===== src/pfke_pkg.sv =====
`timescale 1ns / 1ps
// ----------------------------------------------------------------------------
// pfke_pkg: shared types and constants of the flow key extractor
// Frame byte and flow key payloads, parse state record, protocol numbers
// and result status codes.
// ----------------------------------------------------------------------------
package pfke_pkg;

	localparam logic [7:0]   ETH_HDR_LEN    = 8'd14;
	localparam logic [7:0]   IPV6_L4_START  = 8'd54;
	localparam logic [7:0]   IPV4_MIN_END   = 8'd34;
	localparam logic [15:0]  ETHERTYPE_IPV4 = 16'h0800;
	localparam logic [15:0]  ETHERTYPE_IPV6 = 16'h86DD;
	localparam logic [7:0]   PROTO_TCP      = 8'd6;
	localparam logic [7:0]   PROTO_UDP      = 8'd17;
	localparam logic [127:0] V4_MAPPED_BASE = 128'h0000_0000_0000_0000_0000_FFFF_0000_0000;

	// TCP flag bit positions
	localparam int FLAG_FIN_BIT = 0;
	localparam int FLAG_SYN_BIT = 1;
	localparam int FLAG_RST_BIT = 2;
	localparam int FLAG_ACK_BIT = 4;

	typedef enum logic [2:0] {
		ST_OK          = 3'd0,
		ST_BAD_ETHER   = 3'd1,
		ST_BAD_IHL     = 3'd2,
		ST_BAD_L4      = 3'd3,
		ST_TRUNCATED   = 3'd4,
		ST_SAME_ADDR   = 3'd5
	} status_t;

	typedef struct packed {
		logic [7:0] data_byte;
		logic       last_byte;
	} frame_byte_t;

	typedef struct packed {
		status_t     status;
		logic [15:0] ether_kind;
		logic [63:0] src_addr_high;
		logic [63:0] src_addr_low;
		logic [63:0] dst_addr_high;
		logic [63:0] dst_addr_low;
		logic [7:0]  l4_proto;
		logic [15:0] source_port;
		logic [15:0] dest_port;
		logic [10:0] flow_flags;
	} flow_key_t;

	typedef struct packed {
		logic [7:0]   byte_index;
		logic [15:0]  ether_word;
		logic [7:0]   transport_start;
		logic [5:0]   tcp_header_bytes;
		logic [7:0]   proto;
		logic [127:0] src_addr;
		logic [127:0] dst_addr;
		logic [31:0]  port_pair;
		logic [7:0]   tcp_flag_byte;
	} parse_state_t;

endpackage


===== src/pfke_parse.sv =====
`timescale 1ns / 1ps
// ----------------------------------------------------------------------------
// pfke_parse: per-frame header field capture
// Holds the parse state and captures each header field at its fixed or
// computed byte offset as the frame streams past, one byte per step.
// ----------------------------------------------------------------------------
module pfke_parse (
	input  logic                  clk,
	input  logic                  arst_n,
	input  logic                  step,
	input  logic [7:0]            data_byte,
	input  logic                  last_byte,
	output pfke_pkg::parse_state_t cap,
	output logic [7:0]            frame_len
);

	localparam logic [7:0] OFF_ETYPE_HI  = 8'd12;
	localparam logic [7:0] OFF_ETYPE_LO  = 8'd13;
	localparam logic [7:0] OFF_V4_IHL    = 8'd14;
	localparam logic [7:0] OFF_V4_PROTO  = 8'd23;
	localparam logic [7:0] OFF_V4_SRC    = 8'd26;
	localparam logic [7:0] OFF_V4_DST    = 8'd30;
	localparam logic [7:0] OFF_V4_END    = 8'd33;
	localparam logic [7:0] OFF_V6_PROTO  = 8'd20;
	localparam logic [7:0] OFF_V6_SRC    = 8'd22;
	localparam logic [7:0] OFF_V6_DST    = 8'd38;
	localparam logic [7:0] OFF_V6_END    = 8'd53;
	localparam logic [7:0] L4_OFF_DOFF   = 8'd12;
	localparam logic [7:0] L4_OFF_FLAGS  = 8'd13;
	localparam logic [7:0] IDX_SAT       = 8'hFF;

	pfke_pkg::parse_state_t state_q;
	pfke_pkg::parse_state_t state_d;

	logic [7:0] idx;
	logic       live;
	logic [7:0] v4_src_pos;
	logic [7:0] v4_dst_pos;
	logic [7:0] v6_src_pos;
	logic [7:0] v6_dst_pos;
	logic [7:0] l4_off;

	assign idx        = state_q.byte_index;
	assign live       = (idx != IDX_SAT);
	assign frame_len  = live ? idx + 8'd1 : IDX_SAT;
	assign v4_src_pos = idx - 8'd14;
	assign v4_dst_pos = idx - 8'd18;
	assign v6_src_pos = idx - OFF_V6_SRC;
	assign v6_dst_pos = idx - OFF_V6_DST;
	assign l4_off     = idx - state_q.transport_start;

	always_comb begin
		cap = state_q;
		if (live) begin
			if (idx == OFF_ETYPE_HI) begin
				cap.ether_word[15:8] = data_byte;
			end
			if (idx == OFF_ETYPE_LO) begin
				cap.ether_word[7:0] = data_byte;
				if ({state_q.ether_word[15:8], data_byte} == pfke_pkg::ETHERTYPE_IPV4) begin
					cap.src_addr = pfke_pkg::V4_MAPPED_BASE;
					cap.dst_addr = pfke_pkg::V4_MAPPED_BASE;
				end else if ({state_q.ether_word[15:8], data_byte} ==
						pfke_pkg::ETHERTYPE_IPV6) begin
					cap.transport_start = pfke_pkg::IPV6_L4_START;
				end
			end
			if (state_q.ether_word == pfke_pkg::ETHERTYPE_IPV4 && idx >= OFF_V4_IHL) begin
				if (idx == OFF_V4_IHL) begin
					cap.transport_start = pfke_pkg::ETH_HDR_LEN +
						{2'b00, data_byte[3:0], 2'b00};
				end
				if (idx == OFF_V4_PROTO) begin
					cap.proto = data_byte;
				end
				if (idx >= OFF_V4_SRC && idx < OFF_V4_DST) begin
					cap.src_addr[{~v4_src_pos[3:0], 3'b000} +: 8] = data_byte;
				end
				if (idx >= OFF_V4_DST && idx <= OFF_V4_END) begin
					cap.dst_addr[{~v4_dst_pos[3:0], 3'b000} +: 8] = data_byte;
				end
			end else if (state_q.ether_word == pfke_pkg::ETHERTYPE_IPV6 &&
					idx >= OFF_V4_IHL) begin
				if (idx == OFF_V6_PROTO) begin
					cap.proto = data_byte;
				end
				if (idx >= OFF_V6_SRC && idx < OFF_V6_DST) begin
					cap.src_addr[{~v6_src_pos[3:0], 3'b000} +: 8] = data_byte;
				end
				if (idx >= OFF_V6_DST && idx <= OFF_V6_END) begin
					cap.dst_addr[{~v6_dst_pos[3:0], 3'b000} +: 8] = data_byte;
				end
			end
			// transport header: ports, data offset, flag byte
			if (state_q.transport_start != 8'd0 && idx > OFF_V4_IHL &&
					idx >= state_q.transport_start) begin
				if (l4_off < 8'd4) begin
					cap.port_pair[{~l4_off[1:0], 3'b000} +: 8] = data_byte;
				end else if (l4_off == L4_OFF_DOFF) begin
					cap.tcp_header_bytes = {data_byte[7:4], 2'b00};
				end else if (l4_off == L4_OFF_FLAGS) begin
					cap.tcp_flag_byte = data_byte;
				end
			end
		end
	end

	// drop all frame state after the last byte
	always_comb begin
		state_d = state_q;
		if (step) begin
			if (last_byte) begin
				state_d = '0;
			end else begin
				state_d            = cap;
				state_d.byte_index = frame_len;
			end
		end
	end

	always_ff @(posedge clk or negedge arst_n) begin
		if (!arst_n) begin
			state_q <= '0;
		end else begin
			state_q <= state_d;
		end
	end

endmodule


===== src/packet_flow_key_extractor_core.sv =====
`timescale 1ns / 1ps
// ----------------------------------------------------------------------------
// packet_flow_key_extractor_core: Ethernet/IP/TCP/UDP flow key extractor
// Parses a frame one byte per transfer and emits one flow key per frame.
// ----------------------------------------------------------------------------
//  channel   | dir | handshake              | payload
//  ----------+-----+------------------------+-----------------------------
//  byte      | in  | byte_valid/byte_ready  | byte_data  (frame_byte_t)
//  key       | out | key_valid/key_ready    | key_data   (flow_key_t)
//
//  One byte transfer per cycle while the input stage does not stall. A byte
//  waits in the input stage, where the parse state captures it; on the last
//  byte the checks run in the same cycle and the key lands in the result
//  register as that byte leaves the input stage.
//  Stalls: only a last byte that finds the result register full and not
//  taken holds the input stage.
//  Reset clears the input stage, the parse state and the result valid.
// ----------------------------------------------------------------------------
module packet_flow_key_extractor_core (
	input  logic                  clk,
	input  logic                  arst_n,
	input  logic                  byte_valid,
	output logic                  byte_ready,
	input  pfke_pkg::frame_byte_t byte_data,
	output logic                  key_valid,
	input  logic                  key_ready,
	output pfke_pkg::flow_key_t   key_data
);

	// input stage
	logic       valid_s1;
	logic [7:0] byte_s1;
	logic       last_s1;
	logic       advance;

	// result register
	logic                key_valid_q;
	pfke_pkg::flow_key_t key_q;
	pfke_pkg::flow_key_t key_d;

	pfke_pkg::parse_state_t cap;
	logic [7:0]             frame_len;
	pfke_pkg::status_t      status;
	logic [8:0]             len9;
	logic [8:0]             ts9;
	logic [10:0]            flags;

	// advance a non-last byte always; a last byte needs a free result slot
	assign advance    = valid_s1 && (!last_s1 || !key_valid_q || key_ready);
	assign byte_ready = !valid_s1 || advance;

	always_ff @(posedge clk or negedge arst_n) begin
		if (!arst_n) begin
			valid_s1 <= 1'b0;
		end else if (byte_ready) begin
			valid_s1 <= byte_valid;
		end
	end

	always_ff @(posedge clk) begin
		if (byte_ready && byte_valid) begin
			byte_s1 <= byte_data.data_byte;
			last_s1 <= byte_data.last_byte;
		end
	end

	pfke_parse u_parse (
		.clk       (clk),
		.arst_n    (arst_n),
		.step      (advance),
		.data_byte (byte_s1),
		.last_byte (last_s1),
		.cap       (cap),
		.frame_len (frame_len)
	);

	assign len9 = {1'b0, frame_len};
	assign ts9  = {1'b0, cap.transport_start};

	// checks in order; the first failure sets the status
	always_comb begin
		status = pfke_pkg::ST_OK;
		priority if (len9 < {1'b0, pfke_pkg::ETH_HDR_LEN}) begin
			status = pfke_pkg::ST_TRUNCATED;
		end else if (cap.ether_word != pfke_pkg::ETHERTYPE_IPV4 &&
				cap.ether_word != pfke_pkg::ETHERTYPE_IPV6) begin
			status = pfke_pkg::ST_BAD_ETHER;
		end else if (cap.ether_word == pfke_pkg::ETHERTYPE_IPV4 &&
				len9 < {1'b0, pfke_pkg::ETH_HDR_LEN} + 9'd1) begin
			status = pfke_pkg::ST_TRUNCATED;
		end else if (cap.ether_word == pfke_pkg::ETHERTYPE_IPV4 &&
				ts9 < {1'b0, pfke_pkg::IPV4_MIN_END}) begin
			status = pfke_pkg::ST_BAD_IHL;
		end else if (cap.ether_word == pfke_pkg::ETHERTYPE_IPV4 && len9 < ts9) begin
			status = pfke_pkg::ST_TRUNCATED;
		end else if (cap.ether_word == pfke_pkg::ETHERTYPE_IPV6 &&
				len9 < {1'b0, pfke_pkg::IPV6_L4_START}) begin
			status = pfke_pkg::ST_TRUNCATED;
		end else if (cap.proto != pfke_pkg::PROTO_TCP &&
				cap.proto != pfke_pkg::PROTO_UDP) begin
			status = pfke_pkg::ST_BAD_L4;
		end else if (cap.proto == pfke_pkg::PROTO_TCP &&
				(len9 < ts9 + 9'd14 ||
				len9 < ts9 + {3'b000, cap.tcp_header_bytes})) begin
			status = pfke_pkg::ST_TRUNCATED;
		end else if (cap.proto == pfke_pkg::PROTO_UDP && len9 < ts9 + 9'd8) begin
			status = pfke_pkg::ST_TRUNCATED;
		end else if (cap.src_addr == cap.dst_addr) begin
			status = pfke_pkg::ST_SAME_ADDR;
		end else begin
			status = pfke_pkg::ST_OK;
		end
	end

	// combined flags need ACK plus the other bit; SYN-ACK wins, then FIN, then RST
	always_comb begin
		flags = 11'd0;
		if (cap.proto == pfke_pkg::PROTO_TCP) begin
			flags[7:0] = cap.tcp_flag_byte;
			priority if (cap.tcp_flag_byte[pfke_pkg::FLAG_ACK_BIT] &&
					cap.tcp_flag_byte[pfke_pkg::FLAG_SYN_BIT]) begin
				flags[8] = 1'b1;
			end else if (cap.tcp_flag_byte[pfke_pkg::FLAG_ACK_BIT] &&
					cap.tcp_flag_byte[pfke_pkg::FLAG_FIN_BIT]) begin
				flags[9] = 1'b1;
			end else if (cap.tcp_flag_byte[pfke_pkg::FLAG_ACK_BIT] &&
					cap.tcp_flag_byte[pfke_pkg::FLAG_RST_BIT]) begin
				flags[10] = 1'b1;
			end else begin
				flags[10:8] = 3'b000;
			end
		end
	end

	// zero every field but status and ethertype on a rejected frame
	always_comb begin
		key_d            = '0;
		key_d.status     = status;
		key_d.ether_kind = cap.ether_word;
		if (status == pfke_pkg::ST_OK) begin
			key_d.src_addr_high = cap.src_addr[127:64];
			key_d.src_addr_low  = cap.src_addr[63:0];
			key_d.dst_addr_high = cap.dst_addr[127:64];
			key_d.dst_addr_low  = cap.dst_addr[63:0];
			key_d.l4_proto      = cap.proto;
			key_d.source_port   = cap.port_pair[31:16];
			key_d.dest_port     = cap.port_pair[15:0];
			key_d.flow_flags    = flags;
		end
	end

	// hold the key until its transfer; load a new one on each last byte
	always_ff @(posedge clk or negedge arst_n) begin
		if (!arst_n) begin
			key_valid_q <= 1'b0;
		end else if (advance && last_s1) begin
			key_valid_q <= 1'b1;
		end else if (key_ready) begin
			key_valid_q <= 1'b0;
		end
	end

	always_ff @(posedge clk) begin
		if (advance && last_s1) begin
			key_q <= key_d;
		end
	end

	assign key_valid = key_valid_q;
	assign key_data  = key_q;

`ifndef SYNTH
	a_reject_zeroed: assert property (@(posedge clk) disable iff (!arst_n)
		key_valid && key_data.status != pfke_pkg::ST_OK |->
			key_data.l4_proto == 8'd0 && key_data.source_port == 16'd0 &&
			key_data.dest_port == 16'd0 && key_data.flow_flags == 11'd0)
		else $error("rejected key carries nonzero fields");

	a_ok_transport: assert property (@(posedge clk) disable iff (!arst_n)
		key_valid && key_data.status == pfke_pkg::ST_OK |->
			(key_data.l4_proto == pfke_pkg::PROTO_TCP ||
			key_data.l4_proto == pfke_pkg::PROTO_UDP))
		else $error("accepted key with unsupported transport");

	a_ok_ether: assert property (@(posedge clk) disable iff (!arst_n)
		key_valid && key_data.status == pfke_pkg::ST_OK |->
			(key_data.ether_kind == pfke_pkg::ETHERTYPE_IPV4 ||
			key_data.ether_kind == pfke_pkg::ETHERTYPE_IPV6))
		else $error("accepted key with unsupported ethertype");

	a_flag_marks: assert property (@(posedge clk) disable iff (!arst_n)
		key_valid |-> $onehot0(key_data.flow_flags[10:8]))
		else $error("more than one combined flag set");

	a_last_loads: assert property (@(posedge clk) disable iff (!arst_n)
		advance && last_s1 |=> key_valid)
		else $error("last byte did not produce a key");
`endif

endmodule


===== config.mk =====
export PLATFORM = sky130hd
export DESIGN_NAME = packet_flow_key_extractor_core
export DESIGN_NICKNAME = d
export VERILOG_FILES = /design/src/pfke_pkg.sv /design/src/pfke_parse.sv /design/src/packet_flow_key_extractor_core.sv
export SDC_FILE = /design/constraint.sdc
export NUM_CORES = 2
export LEC_CHECK = 0
export BUFFER_PORTS_ARGS = -buffer_cell sky130_fd_sc_hd__clkbuf_2
export CORE_MARGIN = 2
export CORE_UTILIZATION = 30
export DETAILED_ROUTE_END_ITERATION = 8
export SLEW_MARGIN = 5
export SYNTH_ARGS = -nofsm -noshare
export SYNTH_HDL_FRONTEND = slang
export SYNTH_SLANG_ARGS = --single-unit

===== constraint.sdc =====
create_clock -name clk -period 15.8 [get_ports clk]
set_input_delay 0 -clock clk [delete_from_list [all_inputs] [get_ports clk]]
set_output_delay 0 -clock clk [all_outputs]
set_load 0.02 [all_outputs]

# Word level (Yosys, flattened, before mapping)
# Cells that the tools add are included.
[classes]
add_sub_neg = 15
multipliers = 0
div_mod_pow = 0
magnitude_cmp = 20
eq_ne = 21
n_shift = 10
n_mux = 48
n_bitwise = 7
n_reduce_logical = 35
[ops]
columns = ["op", "n"]
rows = [
  ["$mux 256", 3],
  ["$mux 264", 2],
  ["$bwmux 128", 4],
  ["$mux 128", 4],
  ["$shift 8x9->128 const A", 4],
  ["$shiftx 8x9->128", 4],
  ["$mux 342", 1],
  ["$mux 334", 1],
  ["$eq 128x128->1", 1],
  ["$mux 8", 11],
  ["$eq 16x12->1 const B", 3],
  ["$eq 16x16->1 const B", 3],
  ["$eq 8x4->1 const B", 5],
  ["$mux 40", 1],
  ["$neg 7->9", 4],
  ["$bwmux 32", 1],
  ["$mux 32", 1],
  ["$shift 8x7->32 const A", 1],
  ["$shiftx 8x7->32", 1],
  ["$mux 3", 10],
  ["$lt 8x9->1", 3],
  ["$eq 8x5->1 const B", 3],
  ["$ge 8x5->1 const B", 3],
  ["$lt 8x6->1 const B", 3],
  ["39 further kinds", 79],
]
[word_totals]
regBits = 679
latchBits = 0
mem_bits_rw = 0
rom_bits = 0
inputBits = 13
output_inout_bits = 328
wordCells = 181
n_memories = 0

# Logic depth before layout (Yosys ltp)
[logic_depth]
depth_word = 24
depth_mapped = 37
ltp_nobuf = 32

# Modules after synthesis
# From an unflattened synthesis, not the netlist that was laid out.
[hier_totals]
cells_unflattened = 3724
area_unflattened_um2 = 36812.8
[by_module_without_submodules]
columns = ["module", "n_inst", "cells_each", "area_each_um2", "seq_area_each_um2"]
rows = [
  ["pfke_parse", 1, 2693, 21820.9, 8558.2],
  ["packet_flow_key_extractor_core", 1, 1031, 14991.9, 10109.7],
]

# Worst setup path after synthesis
# No wires, ideal clock.
[synth_timing]
kind = "register to register"
startpoint = "register last_s1"
endpoint = "register key_q, in the netlist key_data[0], enable pin"
setup_time_ps = 734
t_arrival_ps = 8311
required_time_ps = 15066
setup_slack_ps = 6755
stages_incl_launch_ff = 4
path_buffers = 2
synth_period_minus_slack_ps = 9045
path_cell_list = "edfxtp_1 -> clkbuf_1 -> clkbuf_1 -> and3_1"
[synth_via]
elab_chain_len = 5
[synth_rtl]
columns = ["item", "line", "source"]
rows = [
  ["start: declaration", "packet_flow_key_extractor_core.sv:33", "logic last_s1;"],
  ["start signal: assignment", "packet_flow_key_extractor_core.sv:63", "last_s1 <= byte_data.last_byte;"],
  ["$logic_not 1->1", "packet_flow_key_extractor_core.sv:49", "assign advance = valid_s1 && (!last_s1 || !key_valid_q || key_ready);"],
  ["$logic_or 1x1->1 (2 in series)", "packet_flow_key_extractor_core.sv:49", ""],
  ["$logic_and 1x1->1", "packet_flow_key_extractor_core.sv:49", ""],
  ["$logic_and 1x1->1 *", "packet_flow_key_extractor_core.sv:164", "if (advance && last_s1) begin"],
  ["end signal: assignment", "packet_flow_key_extractor_core.sv:165", "key_q <= key_d;"],
  ["end: declaration", "packet_flow_key_extractor_core.sv:38", "pfke_pkg::flow_key_t key_q;"],
]
# Mark *: on every way between the ends. The rest lies on a longest branch, timed or not.
# A chain may end at the register's enable or synchronous reset.

# Final worst setup path
[layout_timing]
startpoint = "register u_parse.state_q, in the netlist u_parse.idx[0]"
endpoint = "register key_q, in the netlist key_data[84], data pin"
[layout_via]
elab_chain_len = 21
elab_cells_between_ends = 112
cone_classes = "13 x add/sub; 20 x order compare; 16 x eq/ne; 8 x shift; 33 x mux; 4 x bitwise; 18 x reduce/logical"
[layout_rtl]
columns = ["item", "line", "source"]
rows = [
  ["start: declaration", "pfke_parse.sv:32", "pfke_pkg::parse_state_t state_q;"],
  ["start signal: assignment", "pfke_parse.sv:125", "state_q <= state_d;"],
  ["parallel branches: the longest is 21 deep, another holds $add 8x6->9", "n/a", ""],
]
# Parallel ways; which one is timed is not known. The select of a mux whose other input is x is not followed.

==> impl_metrics.csv <==
group,metric,value,unit
yosys,synthCells,4086,
cells_and_area,final_area,0.0457,mm²
yosys,yosysWarnings,0,
routing,drt-pass1-iter-count,6,
yosys,synthMuxAreaShare,0.0237,
setup_path,worst-path-max-fanout,89,
routing,vias,37400,
pwr,design_power_total,4.66,mW
timing,drv_slew,0,
pwr,p_per_area,102,mW/mm²
yosys,synth-compound-area-share,0.205,
cells_and_area,fin_cells,6177,
timing,hold_violations,0,
routing,wl,191000,µm
timing,clock_skew,43.9,ps
yosys,synth_top_family_by_area,"compound AO/OA/AOI/OAI gates",
timing,slew-limit-headroom,0.0584,
global_routing,antenna_found_initial,17,
global_routing,overflow,0,
timing,tns,0,ps
routing,route.met3.wl,19400,µm
placement,numPortBuffers,340,
cts,cts_buffers,84,
die,die_w,364,µm
yosys,synth_edf_count,335,
routing,m1WireLength,75900,µm
placement,routabilityCongestion,1.04,
job,max-cap-violations,0,
routing,wl_met2,83800,µm
die,die_h,364,µm
timing,fmax,111,MHz
yosys,netlist_area,0.0389,mm²
yosys,synth_area_leaders,"edfxtp_1 (26%), dfrtp_1 (22%), nand2_1 (4.9%)",
yosys,synth-xor-area-share,0.0301,
setup_path,critPathBufInv,3,
pwr,irDropWorstVdd,64.2,µV
setup_path,slowest_delay,730,ps
yosys,synthAdderAreaFrac,0.0216,
routing,vias_per_cell,6.05,
setup_path,path_class,"reg -> reg",
timing,period_share,0.570,
yosys,synth_commonest_cells,"nand2_1 (511), dfrtp_1 (344), edfxtp_1 (335), o21ai_0 (314), clkbuf_1 (254)",
placement,placed_area,0.0426,mm²
setup_path,path_delay_family,"compound AO/OA/AOI/OAI gates",
setup_path,crit_path_end_kind,"flop",
routing,drc_errors,0,
timing,worst_pin_slew,1400,ps
timing,rsz0062_at_grt,"no",
cells_and_area,post-route-util,0.355,
min_path,hp-class,"in -> reg",
cts,cts_buffer_depth,3,
yosys,synth-seq-cells,679,
yosys,yosysMostFrequentCell,"nand2_1",
routing,wl_per_cell,30.9,µm
setup_path,required,16240,ps
yosys,dominantRegCellSynth,"dfrtp_1",
setup_path,worstPathArrival,9450,ps
die,dieArea,0.132,mm²
cts,cts.sinks,679,
yosys,yosys.area_share.simple,0.195,
global_routing,grt_pass1_vias,34900,
cts,cts.htree.levels,3,
yosys,async_flop_share,0.507,
timing,period_needed,9010,ps
die,io_pins,341,
timing,finalSetupViolCount,0,
cells_and_area,drive_gt1_frac,0.160,
setup_path,cp_slowest_cell,"a221o_4",
status,status,"finished, final reports clean",
placement,place_inst,5997,
global_routing,grt_pass1_wl,266000,µm
cells_and_area,area_growth,17.7,%
yosys,syn_avg_cell_area,9.51,µm²
global_routing,grt_use_total,0.278,
yosys,yosys.cell_types.count,93,
routing,routed.top_layer,"met5",
cells_and_area,nets,4436,
yosys,yosysTopAreaCell,"edfxtp_1",
placement,dpl.hpwl,136000,µm
yosys,synth_top_area_frac,0.259,
cts,clock_latency,700,ps
routing,final_antenna_net_count,0,
pwr,p_leak,17.5,nW
die,start_util,0.301,
cts,cts_tree,"built",
global_routing,grt_max_degree,151,
die,core_area,0.129,mm²
yosys,ys_seq_area_frac,0.480,
cts,clkTransAtPathRegs,60,ps
setup_path,start_kind,"flop",
routing,drt_first_iter_violations,5219,
cts,cts_setup_buffers,0,
die,core.rowCount,132,
cts,cts-root-buf,"clkbuf_16",
setup_path,cp_common_cell,"a21oi_1",
==> worst paths after layout <==
path | end | slack (ps) | startpoint | cells after the start
min in group asynchronous | valid_s1 | 440 | arst_n | 4
worst max-delay path | key_data[84] | 6790 | u_parse.idx[0] | 31
max in group asynchronous | u_parse.state_q[158] | 13470 | arst_n | 5
worst min register to register | u_parse.state_q[225] | 480 | u_parse.state_q[225] | 2
worst min-delay path | byte_s1[5] | 40 | byte_data[6] | 2
worst max register to register | key_data[84] | 6790 | u_parse.idx[0] | 31
==> logic make-up after synthesis <==
kind of cell	after synthesis
adder cells (fa/ha/maj)	66
AND/OR/NAND/NOR	1534
flip-flops	679
XOR/XNOR	132
AO/OA/AOI/OAI	1189
multiplexers	88
other	1
buffers and inverters	397
==> placed cells by master (no fill, tap or decap), drive strengths merged, types with 84 or more instances in the layout <==
master and instances:
a211oi 110, a21oi 194, a22o 129, buf 156, clkbuf 453, dfrtp 344, edfxtp 335, nand2 511
nand3 149, nor2 218, nor3 217, o21ai 337, xnor2 84
==> cell type report <==
cell class / instances / area (µm²)
fill: 13200 / 83200
multi-input combinational: 3013 / 18600
antenna: 8 / 20.0
inverter: 68 / 255
sequential: 679 / 18700
clock inverter: 42 / 549
tap: 1742 / 2180
timing repair buffer: 511 / 3080
clock buffer: 114 / 2360
==> what timing repair did <==
action	4_1_cts	5_1_grt
gates resized for setup	0	0
hold buffers	16	0
endpoints found under the hold margin	68	0
==> state kept, by name, summed over array words and instances, names as in the netlist <==
signal / count
u_parse.state_q: 334
last_s1: 1
key_valid: 1
valid_s1: 1
byte_s1: 8
u_parse.idx: 8
key_data: 326
==> per-layer routing <==
metal / global-route usage / vias to the layer above
met1: 0.364 / 18500
li1: - / 15900
met4: 0.150 / 20
met2: 0.422 / 2410
met3: 0.0678 / 519
met5: 0 / -
==> per-stage QoR <==
stage / worst slack (ps) / hold WS (ps)
2_1_floorplan: 6760 / -296
3_3_place_gp: 7110 / -33.5
3_5_place_dp: 7020 / -35.9
4_1_cts: 6940 / 5.69
5_1_grt: 6160 / 46.2
6_report: 6790 / 42.3
==> power by group <==
part	internal [mW]	switching, mW
clock	1.23	0.837
combinational	0.133	0.540
sequential	1.90	0.0238
total	3.26	1.40
Note: power is estimated with default switching activity, not from simulation.
